<file path="src/sv/sfr_pkg.sv">
// Shared types, constants and per-byte functions for the stuffed frame receiver.
// Used by sfr_deframer, sfr_result_buf and stuffed_frame_receiver_crc16_core.
package sfr_pkg;

   // frame length limits
   localparam int MAX_FRAME_DEF = 64;
   localparam int MAX_DATA_DEF  = 64;

   // line codes
   localparam logic [7:0] ESC_BYTE = 8'hFE;
   localparam logic [7:0] ESC_LIT  = 8'hF0;
   localparam logic [7:0] ESC_END  = 8'h0D;

   // crc constants
   localparam logic [15:0] CRC_SEED = 16'h147A;
   localparam logic [15:0] CRC_XOR  = 16'hFFFF;

   // result kinds
   localparam logic [1:0] KIND_CMD  = 2'd0;
   localparam logic [1:0] KIND_DATA = 2'd1;
   localparam logic [1:0] KIND_END  = 2'd2;

   // frame end status codes
   localparam logic [1:0] STAT_OK  = 2'd0;
   localparam logic [1:0] STAT_CRC = 2'd1;
   localparam logic [1:0] STAT_LEN = 2'd2;

   // per-frame working state
   typedef struct packed {
      logic [6:0]  raw_count;
      logic        overflow;
      logic [15:0] crc;
      logic [7:0]  d0;
      logic [7:0]  d1;
      logic [1:0]  fill;
      logic [6:0]  emitted;
   } frame_state_type;

   // one result word
   typedef struct packed {
      logic [1:0] kind;
      logic [7:0] value;
      logic [1:0] status;
      logic [6:0] data_count;
      logic       last;
   } result_type;

   // up to two results caused by one input byte
   typedef struct packed {
      logic [1:0] count;
      result_type r0;
      result_type r1;
   } result_pair_type;

   // outcome of pushing one raw byte
   typedef struct packed {
      frame_state_type st;
      logic            hit;
      result_type      res;
   } take_type;

   function automatic frame_state_type open_frame_state();
      frame_state_type s;
      s.raw_count = '0;
      s.overflow  = 1'b0;
      s.crc       = CRC_SEED;
      s.d0        = '0;
      s.d1        = '0;
      s.fill      = '0;
      s.emitted   = '0;
      return s;
   endfunction

   // rotate left, invert, then add high byte and the new byte
   function automatic logic [15:0] crc_step(logic [15:0] crc, logic [7:0] b);
      logic [15:0] c;
      c = {crc[14:0], crc[15]} ^ CRC_XOR;
      c = c + {8'd0, c[15:8]} + {8'd0, b};
      return c;
   endfunction

   // one raw byte through the two-byte delay and the crc
   function automatic take_type take_raw(frame_state_type st, logic [7:0] b,
                                         logic [6:0] max_frame,
                                         logic [6:0] max_data);
      take_type t;
      t.st  = st;
      t.hit = 1'b0;
      t.res = '0;
      if (!st.overflow) begin
         if (st.raw_count >= max_frame) begin
            t.st.overflow = 1'b1;
         end else begin
            if (st.fill[1]) begin
               t.st.crc = crc_step(st.crc, st.d0);
               if (st.raw_count == 7'd2) begin
                  t.hit       = 1'b1;
                  t.res.kind  = KIND_CMD;
                  t.res.value = st.d0;
               end else if (st.emitted < max_data) begin
                  t.hit        = 1'b1;
                  t.res.kind   = KIND_DATA;
                  t.res.value  = st.d0;
                  t.st.emitted = st.emitted + 7'd1;
               end
               t.st.d0 = st.d1;
               t.st.d1 = b;
            end else begin
               if (st.fill[0]) begin
                  t.st.d1 = b;
               end else begin
                  t.st.d0 = b;
               end
               t.st.fill = st.fill + 2'd1;
            end
            t.st.raw_count = st.raw_count + 7'd1;
         end
      end
      return t;
   endfunction

endpackage

</file>
<file path="src/sv/sfr_deframer.sv">
// Frame state and per-byte unstuffing, crc and result generation.
// Depends on sfr_pkg for state types and the take_raw / crc_step functions.
module sfr_deframer
   import sfr_pkg::*;
#(
   parameter int MAX_FRAME = MAX_FRAME_DEF,
   parameter int MAX_DATA  = MAX_DATA_DEF
) (
   input  logic            clock,
   input  logic            reset,
   input  logic            step,
   input  logic [7:0]      rx_byte,
   output result_pair_type results
);

   logic            in_frame_ff, in_frame_in;
   logic            saw_ff, saw_in;
   frame_state_type st_ff, st_in;

   logic            use_a, use_b, is_close;
   logic [7:0]      byte_a;
   take_type        ta, tb;
   logic            hit_a, hit_b;
   result_type      end_res;

   // raw byte pushes for this input byte
   always_comb begin
      byte_a = saw_ff ? ESC_BYTE : rx_byte;
      ta = take_raw(st_ff, byte_a, 7'(MAX_FRAME), 7'(MAX_DATA));
      tb = take_raw(ta.st, rx_byte, 7'(MAX_FRAME), 7'(MAX_DATA));
   end

   // frame end report
   always_comb begin
      end_res            = '0;
      end_res.kind       = KIND_END;
      end_res.data_count = st_ff.emitted;
      end_res.last       = 1'b1;
      if (st_ff.overflow || st_ff.raw_count < 7'd3) begin
         end_res.status = STAT_LEN;
      end else if ({st_ff.d0, st_ff.d1} == st_ff.crc) begin
         end_res.status = STAT_OK;
      end else begin
         end_res.status = STAT_CRC;
      end
   end

   // escape decoding and next state
   always_comb begin
      use_a       = 1'b0;
      use_b       = 1'b0;
      is_close    = 1'b0;
      in_frame_in = in_frame_ff;
      saw_in      = saw_ff;
      if (!in_frame_ff) begin
         if (saw_ff && rx_byte == ESC_BYTE) begin
            in_frame_in = 1'b1;
            saw_in      = 1'b0;
         end else begin
            saw_in = (rx_byte == ESC_BYTE);
         end
      end else if (saw_ff) begin
         saw_in = 1'b0;
         if (rx_byte == ESC_END) begin
            is_close    = 1'b1;
            in_frame_in = 1'b0;
         end else if (rx_byte == ESC_LIT) begin
            use_a = 1'b1;
         end else if (rx_byte == ESC_BYTE) begin
            use_a  = 1'b1;
            saw_in = 1'b1;
         end else begin
            use_a = 1'b1;
            use_b = 1'b1;
         end
      end else if (rx_byte == ESC_BYTE) begin
         saw_in = 1'b1;
      end else begin
         use_a = 1'b1;
      end

      if (!in_frame_ff && in_frame_in) begin
         st_in = open_frame_state();
      end else if (use_b) begin
         st_in = tb.st;
      end else if (use_a) begin
         st_in = ta.st;
      end else begin
         st_in = st_ff;
      end
   end

   // pack up to two results, last on the final one
   always_comb begin
      hit_a   = use_a && ta.hit;
      hit_b   = use_b && tb.hit;
      results = '0;
      if (is_close) begin
         results.count = 2'd1;
         results.r0    = end_res;
      end else if (hit_a) begin
         results.r0 = ta.res;
         if (hit_b) begin
            results.count   = 2'd2;
            results.r1      = tb.res;
            results.r1.last = 1'b1;
         end else begin
            results.count   = 2'd1;
            results.r0.last = 1'b1;
         end
      end else if (hit_b) begin
         results.count   = 2'd1;
         results.r0      = tb.res;
         results.r0.last = 1'b1;
      end
   end

   // state registers
   always_ff @(posedge clock) begin
      if (reset) begin
         in_frame_ff <= 1'b0;
         saw_ff      <= 1'b0;
         st_ff       <= open_frame_state();
      end else if (step) begin
         in_frame_ff <= in_frame_in;
         saw_ff      <= saw_in;
         st_ff       <= st_in;
      end
   end

   // raw count never passes the frame limit
   assert property (@(posedge clock) disable iff (reset)
      st_ff.raw_count <= 7'(MAX_FRAME))
      else $error("raw count beyond frame limit");

   // data words emitted never pass the data limit
   assert property (@(posedge clock) disable iff (reset)
      st_ff.emitted <= 7'(MAX_DATA))
      else $error("emitted data beyond limit");

   // nothing comes out while hunting for a start pair
   assert property (@(posedge clock) disable iff (reset)
      !in_frame_ff |-> results.count == 2'd0)
      else $error("result produced while hunting");

   // delay line fill stays within two bytes
   assert property (@(posedge clock) disable iff (reset)
      st_ff.fill != 2'd3)
      else $error("delay fill out of range");

endmodule

</file>
<file path="src/sv/sfr_result_buf.sv">
// Output register holding the results of one input byte, sent one word a cycle while rsp_ready is high.
// Depends on sfr_pkg for the result types.
module sfr_result_buf
   import sfr_pkg::*;
(
   input  logic            clock,
   input  logic            reset,
   input  logic            load,
   input  result_pair_type pair,
   output logic            free,
   output logic            rsp_valid,
   input  logic            rsp_ready,
   output result_type      rsp_word
);

   result_pair_type pair_ff;
   logic            idx_ff;
   logic            fire, drain_last;

   // current word and drain detection
   always_comb begin
      rsp_valid  = (pair_ff.count != 2'd0);
      rsp_word   = idx_ff ? pair_ff.r1 : pair_ff.r0;
      fire       = rsp_valid && rsp_ready;
      drain_last = fire && (idx_ff || pair_ff.count == 2'd1);
      free       = !rsp_valid || drain_last;
   end

   // hold register and word index
   always_ff @(posedge clock) begin
      if (reset) begin
         pair_ff.count <= 2'd0;
         idx_ff        <= 1'b0;
      end else if (load) begin
         pair_ff.count <= pair.count;
         idx_ff        <= 1'b0;
      end else if (drain_last) begin
         pair_ff.count <= 2'd0;
         idx_ff        <= 1'b0;
      end else if (fire) begin
         idx_ff <= 1'b1;
      end
      // payload needs no reset
      if (load) begin
         pair_ff.r0 <= pair.r0;
         pair_ff.r1 <= pair.r1;
      end
   end

   // second word is only selected on a two-word pair
   assert property (@(posedge clock) disable iff (reset)
      idx_ff |-> pair_ff.count == 2'd2)
      else $error("word index past pair count");

   // never load over words that are not yet taken
   assert property (@(posedge clock) disable iff (reset)
      load |-> free)
      else $error("result register overwritten");

   // the final word of a pair carries last
   assert property (@(posedge clock) disable iff (reset)
      drain_last |-> rsp_word.last)
      else $error("last missing on final word");

endmodule

</file>
<file path="src/sv/stuffed_frame_receiver_crc16_core.sv">
// Top level of the byte-stuffed frame receiver with rotate-xor-add crc16.
// Depends on sfr_pkg, sfr_deframer and sfr_result_buf.
//
//   channel | direction | ports                                     | handshake
//   req     | in        | req_rx_byte                               | req_valid / req_ready
//   rsp     | out       | rsp_kind rsp_value rsp_status             | rsp_valid / rsp_ready
//           |           | rsp_data_count rsp_last                   |
//
// A line byte is registered on accept, decoded combinationally and its results land in
// the output register; one word per byte sustains one byte per clock while rsp_ready is high.
// An escape pair that yields two words holds back the next input byte until the
// single-word output port has sent both words.
// Synchronous reset returns to hunting with the crc at its seed.
// A stalled rsp_ready backs up into req_ready only once the output register is full.
module stuffed_frame_receiver_crc16_core
   import sfr_pkg::*;
#(
   parameter int MAX_FRAME = MAX_FRAME_DEF,
   parameter int MAX_DATA  = MAX_DATA_DEF
) (
   input  logic       clock,
   input  logic       reset,
   input  logic       req_valid,
   output logic       req_ready,
   input  logic [7:0] req_rx_byte,
   output logic       rsp_valid,
   input  logic       rsp_ready,
   output logic [1:0] rsp_kind,
   output logic [7:0] rsp_value,
   output logic [1:0] rsp_status,
   output logic [6:0] rsp_data_count,
   output logic       rsp_last
);

   logic            in_valid_ff;
   logic [7:0]      in_byte_ff;
   logic            step, load, free;
   result_pair_type pair;
   result_type      word;

   // a byte proceeds when its results have somewhere to go
   assign step      = in_valid_ff && (pair.count == 2'd0 || free);
   assign load      = step && pair.count != 2'd0;
   assign req_ready = !in_valid_ff || step;

   // input register
   always_ff @(posedge clock) begin
      if (reset) begin
         in_valid_ff <= 1'b0;
      end else if (req_valid && req_ready) begin
         in_valid_ff <= 1'b1;
      end else if (step) begin
         in_valid_ff <= 1'b0;
      end
   end

   always_ff @(posedge clock) begin
      if (req_valid && req_ready) begin
         in_byte_ff <= req_rx_byte;
      end
   end

   sfr_deframer #(
      .MAX_FRAME (MAX_FRAME),
      .MAX_DATA  (MAX_DATA)
   ) u_deframer (
      .clock   (clock),
      .reset   (reset),
      .step    (step),
      .rx_byte (in_byte_ff),
      .results (pair)
   );

   sfr_result_buf u_result_buf (
      .clock     (clock),
      .reset     (reset),
      .load      (load),
      .pair      (pair),
      .free      (free),
      .rsp_valid (rsp_valid),
      .rsp_ready (rsp_ready),
      .rsp_word  (word)
   );

   // result word onto the ports
   assign rsp_kind       = word.kind;
   assign rsp_value      = word.value;
   assign rsp_status     = word.status;
   assign rsp_data_count = word.data_count;
   assign rsp_last       = word.last;

endmodule
</file>
<file path="config.mk">
export PLATFORM = sky130hd
export DESIGN_NAME = stuffed_frame_receiver_crc16_core
export DESIGN_NICKNAME = d
export VERILOG_FILES = /design/src/sv/sfr_pkg.sv /design/src/sv/sfr_deframer.sv /design/src/sv/sfr_result_buf.sv /design/src/sv/stuffed_frame_receiver_crc16_core.sv
export SDC_FILE = /design/constraint.sdc
export NUM_CORES = 1
export LEC_CHECK = 0
export BUFFER_PORTS_ARGS = -buffer_cell sky130_fd_sc_hd__buf_2
export CORE_UTILIZATION = 25
export CTS_BUF_LIST = sky130_fd_sc_hd__clkbuf_4
export DETAILED_ROUTE_END_ITERATION = 16
export PLACE_DENSITY = 0.48
export SYNTH_ARGS = -nofsm -noshare
export SYNTH_HDL_FRONTEND = slang
export SYNTH_HIERARCHICAL = 1
export SYNTH_SLANG_ARGS = --single-unit
export TNS_END_PERCENT = 10
</file>
<file path="constraint.sdc">
create_clock -name clock -period 14.6 [get_ports clock]
set_clock_uncertainty 0.05 [all_clocks]
set_input_delay 0.73 -clock clock [delete_from_list [all_inputs] [get_ports clock]]
set_output_delay 0.73 -clock clock [all_outputs]
set_load 0.03 [all_outputs]
</file>
==> Yosys cells after proc, flatten, opt, wreduce, memory -nomap -nowiden <==
Index checks and enable logic that the tools add are counted.
{ "totals": {"word_cells": 139, "register_bits": 103, "output_inout_bits": 22, "in_bits": 12} }
{ "classes": {"mux": 63, "reduce_logical": 27, "order_cmp": 5, "n_eq_ne": 7, "bitwise": 4, "addsub": 10} }
{ "op_table": {"columns": ["operator", "count"], "rows": [
  ["$mux W49", 3],
  ["$mux W60", 2],
  ["$mux W52", 2],
  ["$mux W18", 4],
  ["$add A16 B8 Y16", 4],
  ["$mux W16", 4],
  ["$mux W22", 2],
  ["$mux W8", 5],
  ["$not A16 Y16", 2],
  ["$add A7 B1 Y7 const B", 4],
  ["$mux W7", 4],
  ["$mux W1", 27],
  ["$mux W11", 2],
  ["$mux W21", 1],
  ["$mux W20", 1],
  ["$eq A16 B16 Y1", 1],
  ["$eq A8 B8 Y1 const B", 2],
  ["$eq A7 B2 Y1 const B", 2],
  ["$ge A7 B7 Y1 const B", 2],
  ["$lt A7 B7 Y1 const B", 2],
  ["$mux W2", 6],
  ["$logic_and A1 B1 Y1", 9],
  ["$eq A8 B4 Y1 const B", 1],
  ["$reduce_bool A2 Y1", 4],
  ["other kinds (11)", 20]
]} }

==> Logic depth before layout (Yosys ltp) <==
Gate-level depths: netlist of run 1.
{ "logic_depth": {"ltp_word": 22, "ltp_mapped": 23, "mapped_depth_nobuf": 23} }

==> Cells and area by module <==
The synthesis of run 1 kept the hierarchy.
{ "by_module_without_submodules": {"columns": ["module", "area_each_um2", "n_inst", "seq_area_each_um2", "cells_per_inst"], "rows": [
  ["sfr_deframer", 5383.9, 1, 1021.0, 722],
  ["sfr_result_buf", 1587.8, 1, 1261.2, 79],
  ["stuffed_frame_receiver_crc16_core", 314.1, 1, 260.2, 18]
]} }

==> Worst setup path before layout of run 1 <==
OpenSTA, ideal clock, no wires.
{ "synth_timing": {"path_kind": "register to register", "startpoint": "register u_deframer/st_ff[18] (netlist name)", "endpoint": "register u_deframer/st_ff[32] (netlist name)", "stages_incl_launch_ff": 24, "setup_ns": 0.125, "period_less_slack_ns": 5.020, "setup_slack_ns": 9.580, "path_buffers": 0, "arrival_ns": 4.845, "t_required_ns": 14.425, "path_cell_list": "dfxtp_1 -> inv_1 -> fa_1 -> inv_1 -> ha_1 -> fa_1 -> a211oi_1 -> o21ai_0 -> a21oi_1 -> nor4_1 -> xor2_1 -> o21ai_0 -> fa_1 -> inv_1 -> ha_1 -> fa_1 -> a21o_1 -> a21oi_1 -> o21bai_1 -> a21oi_1 -> xnor2_1 -> nor2_1 -> a21oi_1 -> o22ai_1"} }
{ "synth_between": {"elab_chain_cells": 12, "elab_cells_between_ends": 15, "classes_between": "3 x add/sub; 11 x mux; 1 x bitwise"} }
{ "synth_rtl": {"columns": ["element", "line", "source"], "rows": [
  ["start, declared", "sfr_deframer.sv:18", "frame_state_type st_ff, st_in;"],
  ["start signal, assigned", "sfr_deframer.sv:123", "st_ff <= open_frame_state();"],
  ["start signal, assigned", "sfr_deframer.sv:127", "st_ff <= st_in;"],
  ["$add A16 B8 Y16", "sfr_pkg.sv:78", "c = c + {8'd0, c[15:8]} + {8'd0, b};"],
  ["$mux W16", "sfr_pkg.sv:94", "if (st.fill[1]) begin"],
  ["$mux W52", "sfr_pkg.sv:91", "if (st.raw_count >= max_frame) begin"],
  ["$mux W60 (*)", "sfr_pkg.sv:90", "if (!st.overflow) begin"],
  ["$not A16 Y16 (no source line)", null, null],
  ["$add A16 B8 Y16 (2 in a row)", "sfr_pkg.sv:78", null],
  ["$mux W16", "sfr_pkg.sv:94", null],
  ["$mux W52", "sfr_pkg.sv:91", null],
  ["$mux W60", "sfr_pkg.sv:90", null],
  ["$mux W49 (*)", "sfr_deframer.sv:84", "end else if (use_b) begin"],
  ["$mux W49 (*)", "sfr_deframer.sv:82", "if (!in_frame_ff && in_frame_in) begin"]
]} }
Mark *: on every way between the ends. The rest lies on a longest branch, timed or not. The select of a mux whose other input is x is not followed.
A chain may end at the register's enable or synchronous reset.

==> Worst setup path in the final report of run 1 <==
{ "layout_timing": {"startpoint": "register in_byte_ff[0]", "endpoint": "register u_deframer.st_ff (netlist bit u_deframer/end_res[7])"} }
{ "layout_between": {"elab_chain_cells": 14, "elab_cells_between_ends": 32, "classes_between": "3 x eq/ne; 20 x mux; 9 x reduce/logical"} }
{ "layout_rtl": {"columns": ["element", "line", "source"], "rows": [
  ["start, declared", "stuffed_frame_receiver_crc16_core.sv:36", "logic [7:0] in_byte_ff;"],
  ["start signal, assigned", "stuffed_frame_receiver_crc16_core.sv:59", "in_byte_ff <= req_rx_byte;"],
  ["$eq A8 B8 Y1", "sfr_deframer.sv:69, sfr_deframer.sv:76", null],
  ["$mux W1", "sfr_deframer.sv:69, sfr_deframer.sv:76", null],
  ["$mux W1", "sfr_deframer.sv:67", "end else if (rx_byte == ESC_LIT) begin"],
  ["$mux W1", "sfr_deframer.sv:64", "if (rx_byte == ESC_END) begin"],
  ["$mux W1", "sfr_deframer.sv:62", "end else if (saw_ff) begin"],
  ["$mux W1", "sfr_deframer.sv:55", "if (!in_frame_ff) begin"],
  ["$logic_and A1 B1 Y1", "sfr_deframer.sv:96", "hit_b = use_b && tb.hit;"],
  ["$mux W21 / $mux W2 (equally long branches)", "sfr_deframer.sv:111, sfr_deframer.sv:103", null],
  ["$mux W22", "sfr_deframer.sv:101", "end else if (hit_a) begin"],
  ["$mux W22 (*)", "sfr_deframer.sv:98", "if (is_close) begin"],
  ["$logic_not A2 Y1 (*)", "stuffed_frame_receiver_crc16_core.sv:42", "assign step = in_valid_ff && (pair.count == 2'd0 || free);"],
  ["$logic_or A1 B1 Y1 (*)", "stuffed_frame_receiver_crc16_core.sv:42", null],
  ["$logic_and A1 B1 Y1 (*)", "stuffed_frame_receiver_crc16_core.sv:42", null],
  ["net step", "stuffed_frame_receiver_crc16_core.sv:37", "logic step, load, free;"],
  ["$reduce_and A2 Y1 (no source line) (*)", null, null]
]} }
Mark *: on every way through the listed nets, which the timed path passes. The rest lies on a longest branch.

==> flow_metrics.py, run 1 <==
metrics = {
    "timing": {
        "rsz0062_at_grt": "false",
        "worst_slew_pin_slew_ns": 1.11,
        "fin_crit_ns": 6.30,
        "min_period_over_period_pct": 43.2,
        "max-slew-margin-rel_pct": 26.2,
        "clock.fmax_mhz": 159,
        "setup_violations": 0,
        "finalSetupTns_ns": 0,
        "final_hold_viol_count": 0,
        "slew_viol_final": 0,
    },
    "finish": {
        "layout.nets": 892,
        "register_area_um2": 2540,
        "n_fill_cell": 3133,
        "drive_above_1_share_pct": 12.5,
        "multi_input_area_um2": 4280,
        "syn_to_final_growth_pct": 9.29,
    },
    "pwr": {
        "combinationalPowerShare_pct": 6.1,
        "total_power_uw": 501,
        "power.internal_uw": 370,
        "pwr-share-clk_pct": 33.2,
        "powerDensity_nw_per_um2": 62.9,
        "p_sw_uw": 132,
        "p_sw_share_pct": 26.2,
        "peakVddDrop_uv": 33.0,
        "p_seq_share_pct": 60.7,
        "leakagePower_uw": 0.00292,
    },
    "global_route": {
        "grt_pass1_wl_um": 34300,
        "antenna_found_initial": 1,
        "grt_pass1_vias": 5926,
        "grt-ovfl-total": 0,
        "grt.total_usage_pct": 14.7,
        "grt_max_degree": 46,
    },
    "setup_path": {
        "cp.arrival_ns": 6.71,
        "worst-endpoint-required_ns": 15.00,
        "worstPathMaxFanout": 14,
        "crit_path_end_kind": "flop",
        "critPathLaunchType": "flop",
        "r2r_end": "u_deframer/end_res[7]",
        "r2r_start": "in_byte_ff[0]",
        "critPathKind": "flop to flop",
        "r2r_cells": 16,
        "reg2reg_slack_ns": 8.30,
    },
    "synth": {
        "avgSynthCellArea_um2": 8.90,
        "async_flop_share_pct": 0,
        "synth_edf_count": 48,
        "synth_cell_type_count": 82,
        "syn_inst": 819,
        "ys_warn_count": 6,
        "synth_area_leaders": "edfxtp_1 20%, dfxtp_1 15%, fa_1 4.9%, ha_1 4.5%, nand2_1 4.1%",
        "ys_ff_latch": 103,
        "ys_seq_area_share_pct": 34.9,
        "syn_area_um2": 7290,
        "synth.top_cell.area_share_pct": 19.8,
        "synth_area_leader_cell": "edfxtp_1",
        "ys.flop_type": "dfxtp_1",
    },
    "worst_hold_path": {
        "hold_depth": 1,
        "hold_class": "primary input to flop",
        "hold_start": "req_rx_byte[5]",
        "hold_end": "in_byte_ff[5]",
    },
    "placement": {
        "hpwl_um": 16200,
        "gp_congestion": 0.892,
        "port_buffers": 33,
    },
    "floorplanning": {
        "die_w_um": 173,
        "core-area_um2": 28700,
        "die_h_um": 173,
        "rows": 62,
        "start_util_pct": 25.4,
        "die_area_um2": 29800,
        "io-pin-count": 34,
    },
    "cts": {
        "cts_buffer_depth": 2,
        "cts-resized-gates": 0,
        "cts_made_buffers": 9,
        "hold_buffers": 0,
        "h-tree-depth": 3,
        "cts-root-buf": "clkbuf_4",
        "cts_tree": "built",
        "clk_pin_slew_ns": 0.18,
        "cts_setup_buffers": 0,
        "clock_latency_ns": 0.50,
        "cts.sinks": 103,
    },
    "route": {
        "vias": 6140,
        "remaining_drc_errors": 0,
        "drt_iter0_markers": 489,
        "firstDrtPassIters": 11,
        "post_drt_wl_per_cell_um": 17.6,
        "antenna_left": 0,
        "totalWireLength_um": 21600,
        "vias_per_cell": 5.01,
    },
    "job": {
        "cap_violations": 0,
    },
    "outcome": {
        "status": "complete, no violations",
    },
}
-- flip-flops by register name (all words and copies together) (netlist names) --
signal / count
u_deframer/saw_ff: 1
u_result_buf/idx_ff: 1
u_result_buf/pair_ff: 42
u_deframer/end_res: 7
u_deframer/in_frame_ff: 1
u_deframer/st_ff: 42
in_byte_ff: 8
in_valid_ff: 1
-- worst max path at each step --
stage	start	endpoint	cells after the start
after floorplan	u_deframer/st_ff[18]	u_deframer/st_ff[32]	23
after global placement	u_deframer/st_ff[48]	u_deframer/end_res[7]	18
after detailed placement	in_byte_ff[0]	u_deframer/end_res[7]	16
after CTS	in_byte_ff[0]	u_deframer/end_res[7]	16
after global routing	in_byte_ff[0]	u_deframer/end_res[7]	16
final	in_byte_ff[0]	u_deframer/end_res[7]	16
-- power by group through the flow --
stage	Clock (uW)	Sequential, uW	Combinational, uW
finish	166	304	30.8
global route	184	305	33.9
CTS	175	304	30.3
detailed placement	0	310	30.1
global placement	0	310	30.4
floorplan	0	309	21.6
-- routing by layer --
metal | up-vias | wire, um | track usage (%)
li1 | 2957 | - | -
met1 | 2962 | 10500 | 21.0
met2 | 204 | 9680 | 22.8
met3 | 17 | 1260 | 2.79
met4 | 0 | 222 | 2.91
met5 | - | 0 | 0
-- cells in the mapped netlist, types with 4 or more instances --
cell and number:
a211oi_1 7, a21o_1 6, a21oi_1 53, a22oi_1 11, a2bb2oi_1 11, a31oi_1 7, a32oi_1 7, and2_1 9
and3_1 6, buf_2 4, buf_4 16, clkbuf_1 24, dfxtp_1 55, edfxtp_1 48, fa_1 18, ha_1 26
inv_1 67, mux2_2 22, nand2_1 80, nand2b_1 7, nand3_1 14, nand4_1 5, nor2_1 52, nor3_1 23
nor3b_1 4, nor4_1 8, o211ai_1 7, o21a_1 6, o21ai_0 50, o21ai_1 8, o21bai_1 5, o22a_1 9
o22ai_1 6, or2_2 5, or3_1 10, xnor2_1 24, xor2_1 30
-- final cells by class --
| cell class | count | area share [%] |
|---|---|---|
| sequential | 103 | 31.9 |
| inverter | 68 | 3.21 |
| clock buffer | 9 | 0.849 |
| antenna | 1 | 0.0314 |
| timing repair buffer | 44 | 3.11 |
| tap | 384 | 6.03 |
| multi-input combinational | 610 | 53.7 |
| clock inverter | 7 | 1.15 |
-- cells by family (layout without fill, tap and decap cells) --
group                      count (synthesis)  count (layout)  share of synthesized area [%]
DFF                                      103             103                           34.9
other                                      1              11                         0.0515
and+or+nand+nor                          249             249                           17.4
buffers and inverters                    115             128                           7.02
adders and majority gates                 44              44                           9.41
AOI/OAI and AO/OA                        228             228                           20.9
xor gates and xnor gates                  54              54                           6.49
muxes                                     25              25                           3.81
-- per-stage QoR --
step           setup WS, ns  cells  cell area (um^2)  hold WS [ns]  utilization [%]
2_1_floorplan          9.58    828              7320         0.404                -
3_3_place_gp           8.56   1209              7800         0.431             27.2
3_5_place_dp           8.39   1209              7800         0.437             27.2
4_1_cts                8.42   1225              7960         0.310             27.7
5_1_grt                7.90   1226              7960         0.308             27.7
6_report               8.30   1226              7960         0.352             27.7
-- worst max-delay path, stage by stage, from the launching register on --
cell	delay (ns)
edfxtp_1	0.53
or4b_2	0.31
o21ai_1	0.11
nor4_2	0.52
nand2_1	0.50
a21oi_1	0.36
ha_1	0.27
or2_2	0.33
nor2_1	0.10
o21a_1	0.20
o41ai_1	0.13
a211oi_2	0.88
nand2b_2	0.26
nor2_1	0.68
nand2_1	0.30
or4b_1	0.58
o21ai_1	0.12
-- placed cells by master, fill, tap and decap left out, drive strengths merged, types with 6 or more instances in the layout --
cell     count
or3         10
o21a         6
a211oi       8
a31oi        7
mux2        22
fa          18
and3         6
xnor2       24
inv         70
buf         44
nand2       80
nand2b       8
a21oi       53
a21o         6
and2         9
a32oi        7
dfxtp       55
o22ai        6
o22a         9
o21ai       59
clkbuf       9
or2          7
conb        10
o211ai       7
nand3       16
ha          26
edfxtp      48
nor3        23
nor4        11
a2bb2oi     11
xor2        30
nor2        54
a22oi       11
No activity file was read; power rests on OpenSTA's default activity.
==> run 2, diff against run 1 <==
Clock period 14.6 ns to 6.31 ns, I/O delays scaled along.
==> flow_metrics.py, run 2 (same netlist as run 1, synthesis figures left out) <==
metrics = {
    "route": {
        "post_drt_wl_per_cell_um": 17.1,
        "antenna_left": 0,
        "remaining_drc_errors": 0,
        "vias": 6128,
        "drt_iter0_markers": 531,
        "vias_per_cell": 4.92,
        "totalWireLength_um": 21400,
        "firstDrtPassIters": 7,
    },
    "setup_path": {
        "r2r_start": "u_deframer/st_ff[18]",
        "cp.arrival_ns": 6.06,
        "worstPathMaxFanout": 6,
        "crit_start": "u_deframer/st_ff[18]",
        "worst-endpoint-required_ns": 6.69,
        "critPathLaunchType": "flop",
        "endpoint": "u_deframer/st_ff[32]",
        "r2r_end": "u_deframer/st_ff[32]",
        "critPathKind": "flop to flop",
        "r2r_cells": 23,
        "reg2reg_slack_ns": 0.62,
        "crit_path_end_kind": "flop",
    },
    "timing": {
        "clock.fmax_mhz": 176,
        "rsz0062_at_grt": "false",
        "final_hold_viol_count": 0,
        "worst_slew_pin_slew_ns": 1.02,
        "finalSetupTns_ns": 0,
        "slew_viol_final": 0,
        "setup_violations": 0,
        "max-slew-margin-rel_pct": 32.1,
        "fin_crit_ns": 5.69,
        "min_period_over_period_pct": 90.2,
        "layout_setup_ws_ns": 0.620,
    },
    "placement": {
        "dp_slack_ns": 0.643,
        "place_inst": 1220,
        "gp_congestion": 0.924,
        "port_buffers": 33,
        "hpwl_um": 16100,
    },
    "cts": {
        "h-tree-depth": 3,
        "cts_buffer_depth": 2,
        "cts_made_buffers": 9,
        "clock_latency_ns": 0.52,
        "cts_tree": "built",
        "clk_pin_slew_ns": 0.21,
        "cts.sinks": 103,
        "cts-root-buf": "clkbuf_4",
        "cts-resized-gates": 0,
    },
    "outcome": {
        "status": "complete, no violations",
    },
    "floorplanning": {
        "io-pin-count": 34,
        "die_h_um": 173,
        "start_util_pct": 25.4,
        "die_w_um": 173,
        "die_area_um2": 29800,
        "rows": 62,
        "core-area_um2": 28700,
    },
    "global_route": {
        "grt_max_degree": 37,
        "grt_pass1_wl_um": 33800,
        "grt.total_usage_pct": 14.5,
        "grt-ovfl-total": 0,
        "grt_pass1_vias": 5843,
        "antenna_found_initial": 1,
    },
    "worst_hold_path": {
        "hold_depth": 3,
        "hold_class": "primary input to flop",
    },
    "job": {
        "cap_violations": 0,
    },
    "finish": {
        "syn_to_final_growth_pct": 11.2,
        "mostFrequentLayoutCells": "80 x nand2_1, 67 x inv_1, 55 x dfxtp_1, 53 x a21oi_1",
        "largestRegisters": "u_deframer/st_ff: 42 flops, u_result_buf/pair_ff: 42 flops, in_byte_ff: 8 flops",
        "drive_above_1_share_pct": 13.5,
        "final_cells": 1246,
        "final_common_cell": "nand2_1",
        "layout.nets": 912,
    },
    "pwr": {
        "powerDensity_nw_per_um2": 138,
        "peakVddDrop_uv": 105,
        "leakagePower_uw": 0.00300,
    },
}
==> run 2: cell count changes in the layout (fill, tap and decap cells not counted), sizes merged <==
cell         previous run  this run
bufinv                  1         0
dlygate4sd3             0         9
buf                    44        55
inv                    70        71
==> run 2: area by class of cell <==
type                            count  area (um^2)
Antenna cell                        1         2.50
Clock inverter                      7         55.1
Fill cell                        3097        20600
Tap cell                          384          480
Multi-Input combinational cell    610         4280
Inverter                           68          255
Sequential cell                   103         2540
Timing Repair Buffer               64          420
Clock buffer                        9         67.6
==> run 2: per-stage QoR <==
step | area [um^2] | utilization (%) | power (uW) | hold slack (ns)
3_3_place_gp | 7880 | 27.5 | 788 | 0.437
5_1_grt | 8100 | 28.2 | 1170 | 0.0533
4_1_cts | 8100 | 28.2 | 1140 | 0.0479
6_report | 8100 | 28.2 | 1120 | 0.0714
2_1_floorplan | 7320 | - | 766 | 0.335
3_5_place_dp | 7880 | 27.5 | 787 | 0.442
==> run 2: what timing repair did <==
| action | 4_1_cts | 5_1_grt |
|---|---|---|
| endpoints found under the hold margin | 9 | 0 |
| setup endpoints to repair | 0 | 0 |
| hold buffers | 9 | 0 |
| setup buffers | 0 | 0 |
==> run 2: worst min-delay path by stage <==
stage	from	end	slack [ns]
final	rsp_ready	u_result_buf/pair_ff[40]	0.07
after global routing	rsp_ready	u_result_buf/pair_ff[40]	0.05
after CTS	rsp_ready	u_result_buf/pair_ff[40]	0.05
after detailed placement	u_deframer/st_ff[44]	u_deframer/st_ff[44]	0.44
after global placement	u_deframer/st_ff[44]	u_deframer/st_ff[44]	0.44
after floorplan	reset	u_result_buf/pair_ff[40]	0.33
==> run 2: where the power goes <==
part | switching [uW] | leakage (uW) | internal, uW
registers | 6.30 | 0.000889 | 699
logic | 43.0 | 0.00205 | 30.5
clock network | 257 | 0.0000686 | 85.9
==> run 2: routing by layer <==
metal	global-route usage, %	vias to the layer above	wire length, um
met5	0	-	0
met4	5.31	0	510
met3	2.53	35	1200
met2	20.9	182	9020
met1	21.3	2916	10600
li1	-	2995	-
==> run 2: worst max-delay path, cell delays in order (launching register included) <==
cell	delay, ns
dfxtp_1	0.43
inv_1	0.10
fa_1	0.55
inv_1	0.04
ha_1	0.24
fa_1	0.44
a211oi_1	0.36
o21ai_0	0.25
a21oi_1	0.51
nor4_1	0.14
xor2_1	0.16
o21ai_0	0.33
fa_1	0.24
inv_1	0.04
ha_1	0.20
fa_1	0.40
a21o_1	0.20
a21oi_1	0.22
o21bai_1	0.11
a21oi_1	0.18
xnor2_1	0.14
nor2_1	0.06
a21oi_1	0.12
o22ai_1	0.10
==> run 3, diff against run 2 <==
Settings changed: SYNTH_HIERARCHICAL 1 to not set.
==> flow_metrics.py, run 3 <==
metrics = {
    "setup_path": {
        "critPathLaunchType": "flop",
        "worstPathMaxFanout": 5,
        "worst-endpoint-required_ns": 6.67,
        "crit_path_end_kind": "flop",
        "cp.arrival_ns": 6.19,
        "critPathKind": "flop to flop",
    },
    "worst_hold_path": {
        "hold_class": "primary input to flop",
    },
    "synth": {
        "ys_ff_latch": 93,
        "synth_compound_area_share_pct": 21.9,
        "synth_cell_type_count": 82,
        "synth_fp_nets": 881,
        "synthAdderAreaFrac_pct": 9.79,
        "ys_seq_area_share_pct": 32.0,
        "syn_area_um2": 7010,
        "synth.area.mux_share_pct": 3.20,
        "synth-xor-area-share_pct": 6.63,
        "avgSynthCellArea_um2": 8.49,
        "synth_top_family_by_area": "compound AO/OA/AOI/OAI gates",
        "async_flop_share_pct": 0,
        "yosys.cell_count.top_type": "nand2_1",
        "synth-simple-area-share_pct": 20.1,
        "synth_area_leader_cell": "edfxtp_1",
        "synth_edf_count": 38,
        "ys.flop_type": "dfxtp_1",
        "synth.top_cell.area_share_pct": 16.3,
        "synth_area_leaders": "edfxtp_1 16%, dfxtp_1 16%, fa_1 5.1%, ha_1 4.6%, nand2_1 4.6%",
        "post_synth_most_frequent_cells": "85 x nand2_1, 62 x nor2_1, 61 x inv_1, 60 x a21oi_1, 55 x dfxtp_1",
        "syn_inst": 825,
        "ys_warn_count": 0,
    },
    "floorplanning": {
        "core-area_um2": 27300,
        "io-pin-count": 34,
        "start_util_pct": 25.7,
        "rows": 60,
        "die_w_um": 169,
        "die_h_um": 169,
        "die_area_um2": 28700,
    },
    "timing": {
        "slew_viol_final": 0,
        "worst_slew_pin_slew_ns": 0.899,
        "clock.fmax_mhz": 172,
        "rsz0062_at_grt": "false",
        "fin_crit_ns": 5.83,
        "final_hold_viol_count": 0,
        "min_period_over_period_pct": 92.4,
        "finalSetupTns_ns": 0,
        "layout_setup_ws_ns": 0.479,
        "max-slew-margin-rel_pct": 40.0,
        "setup_violations": 0,
    },
    "finish": {
        "top_register": "u_deframer.st_ff",
        "drive_above_1_share_pct": 12.4,
        "largest_reg_flops": 42,
        "n_fill_cell": 2956,
        "syn_to_final_growth_pct": 10.8,
        "mostFrequentLayoutCells": "85 x nand2_1, 62 x nor2_1, 61 x inv_1, 60 x a21oi_1, 55 x dfxtp_1",
        "layout.nets": 904,
        "largestRegisters": "u_deframer.st_ff: 42 flops, u_result_buf.pair_ff: 32 flops, in_byte_ff: 8 flops",
        "final_cells": 1226,
        "final_common_cell": "nand2_1",
    },
    "cts": {
        "hold_buffers": 9,
        "cts_made_buffers": 9,
        "cts_buffer_depth": 2,
        "cts_setup_buffers": 0,
        "clk_pin_slew_ns": 0.18,
        "cts.sinks": 93,
        "clock_latency_ns": 0.51,
        "cts_tree": "built",
        "cts-root-buf": "clkbuf_4",
        "cts-resized-gates": 0,
        "h-tree-depth": 3,
    },
    "job": {
        "cap_violations": 0,
    },
    "global_route": {
        "antenna_found_initial": 1,
        "grt_max_degree": 38,
        "grt-ovfl-total": 0,
        "grt_pass1_wl_um": 34100,
        "grt_pass1_vias": 5765,
        "grt.total_usage_pct": 15.5,
    },
    "route": {
        "vias": 6180,
        "antenna_left": 0,
        "post_drt_wl_per_cell_um": 17.8,
        "vias_per_cell": 5.04,
        "remaining_drc_errors": 0,
        "totalWireLength_um": 21800,
        "firstDrtPassIters": 5,
        "drt_iter0_markers": 586,
    },
    "pwr": {
        "peakVddDrop_uv": 77.9,
        "powerDensity_nw_per_um2": 138,
        "leakagePower_uw": 0.00284,
    },
    "placement": {
        "hpwl_um": 16400,
        "dp_slack_ns": 0.520,
        "port_buffers": 33,
        "gp_congestion": 0.881,
        "place_inst": 1200,
    },
    "outcome": {
        "status": "complete, no violations",
    },
}
==> run 3: area by class of cell <==
class	count	area, um^2	share of cell area (%)
repair buffers	57	368	4.74
clock buffers	9	67.6	0.870
inverters	62	233	3.00
diodes	1	2.50	0.0322
multi-input cells	625	4320	55.6
clock inverters	7	68.8	0.887
flip-flops and latches	93	2240	28.9
well taps	372	465	6.00
==> run 3: metrics by stage <==
| step | hold slack, ns | utilization, % | area [um^2] | total power [uW] |
|---|---|---|---|---|
| after CTS | 0.115 | 28.5 | 7760 | 1080 |
| after global placement | 0.415 | 27.6 | 7530 | 738 |
| after detailed placement | 0.430 | 27.6 | 7530 | 738 |
| after floorplan | 0.364 | - | 7010 | 708 |
| after global routing | 0.131 | 28.5 | 7760 | 1120 |
| final | 0.132 | 28.5 | 7760 | 1070 |
==> run 3: kinds of logic after synthesis <==
| kind of cell | Yosys count |
|---|---|
| AND/OR/NAND/NOR | 274 |
| AO/OA/AOI/OAI | 233 |
| buffers and inverters | 107 |
| flip-flops | 93 |
| XOR/XNOR | 53 |
| adder cells (fa/ha/maj) | 44 |
| multiplexers | 21 |
==> run 3: final timing paths <==
kind	start	to	slack [ns]	depth (start not counted)
worst max-delay path	u_deframer.st_ff[18]	u_deframer.st_ff[40]	0.48	21
worst min-delay path	rsp_ready	u_result_buf.pair_ff[41]	0.13	4
worst max register to register	u_deframer.st_ff[18]	u_deframer.st_ff[40]	0.48	21
worst min register to register	u_deframer.st_ff[32]	u_deframer.st_ff[32]	0.46	2
==> run 3: power by group <==
part	leakage (uW)	switching [uW]	internal [uW]
Clock	0.0000731	249	91.1
Sequential	0.000733	8.59	627
Combinational	0.00204	58.9	37.0
Total	0.00284	316	755
==> run 3: critical path: stages, from the launching register on <==
cell	delay, ns
dfxtp_1	0.47
inv_1	0.10
fa_1	0.54
inv_1	0.04
ha_1	0.25
fa_1	0.41
a21o_1	0.21
a221oi_2	0.41
nor2_1	0.14
xnor2_1	0.23
o21ai_1	0.21
fa_1	0.57
inv_1	0.08
fa_1	0.48
a211oi_1	0.26
nor2_1	0.08
o21ai_0	0.22
a21oi_1	0.16
o2111ai_1	0.21
nor4_2	0.08
xor2_1	0.17
a2111oi_1	0.38
==> run 3: routing by layer <==
| layer | GRT usage [%] | part of all wire [%] | routed length (um) |
|---|---|---|---|
| met5 | 0 | 0 | 0 |
| met4 | 4.82 | 2.1 | 452 |
| met3 | 1.94 | 5.0 | 1100 |
| met2 | 23.7 | 44 | 9510 |
| met1 | 22.6 | 49 | 10800 |
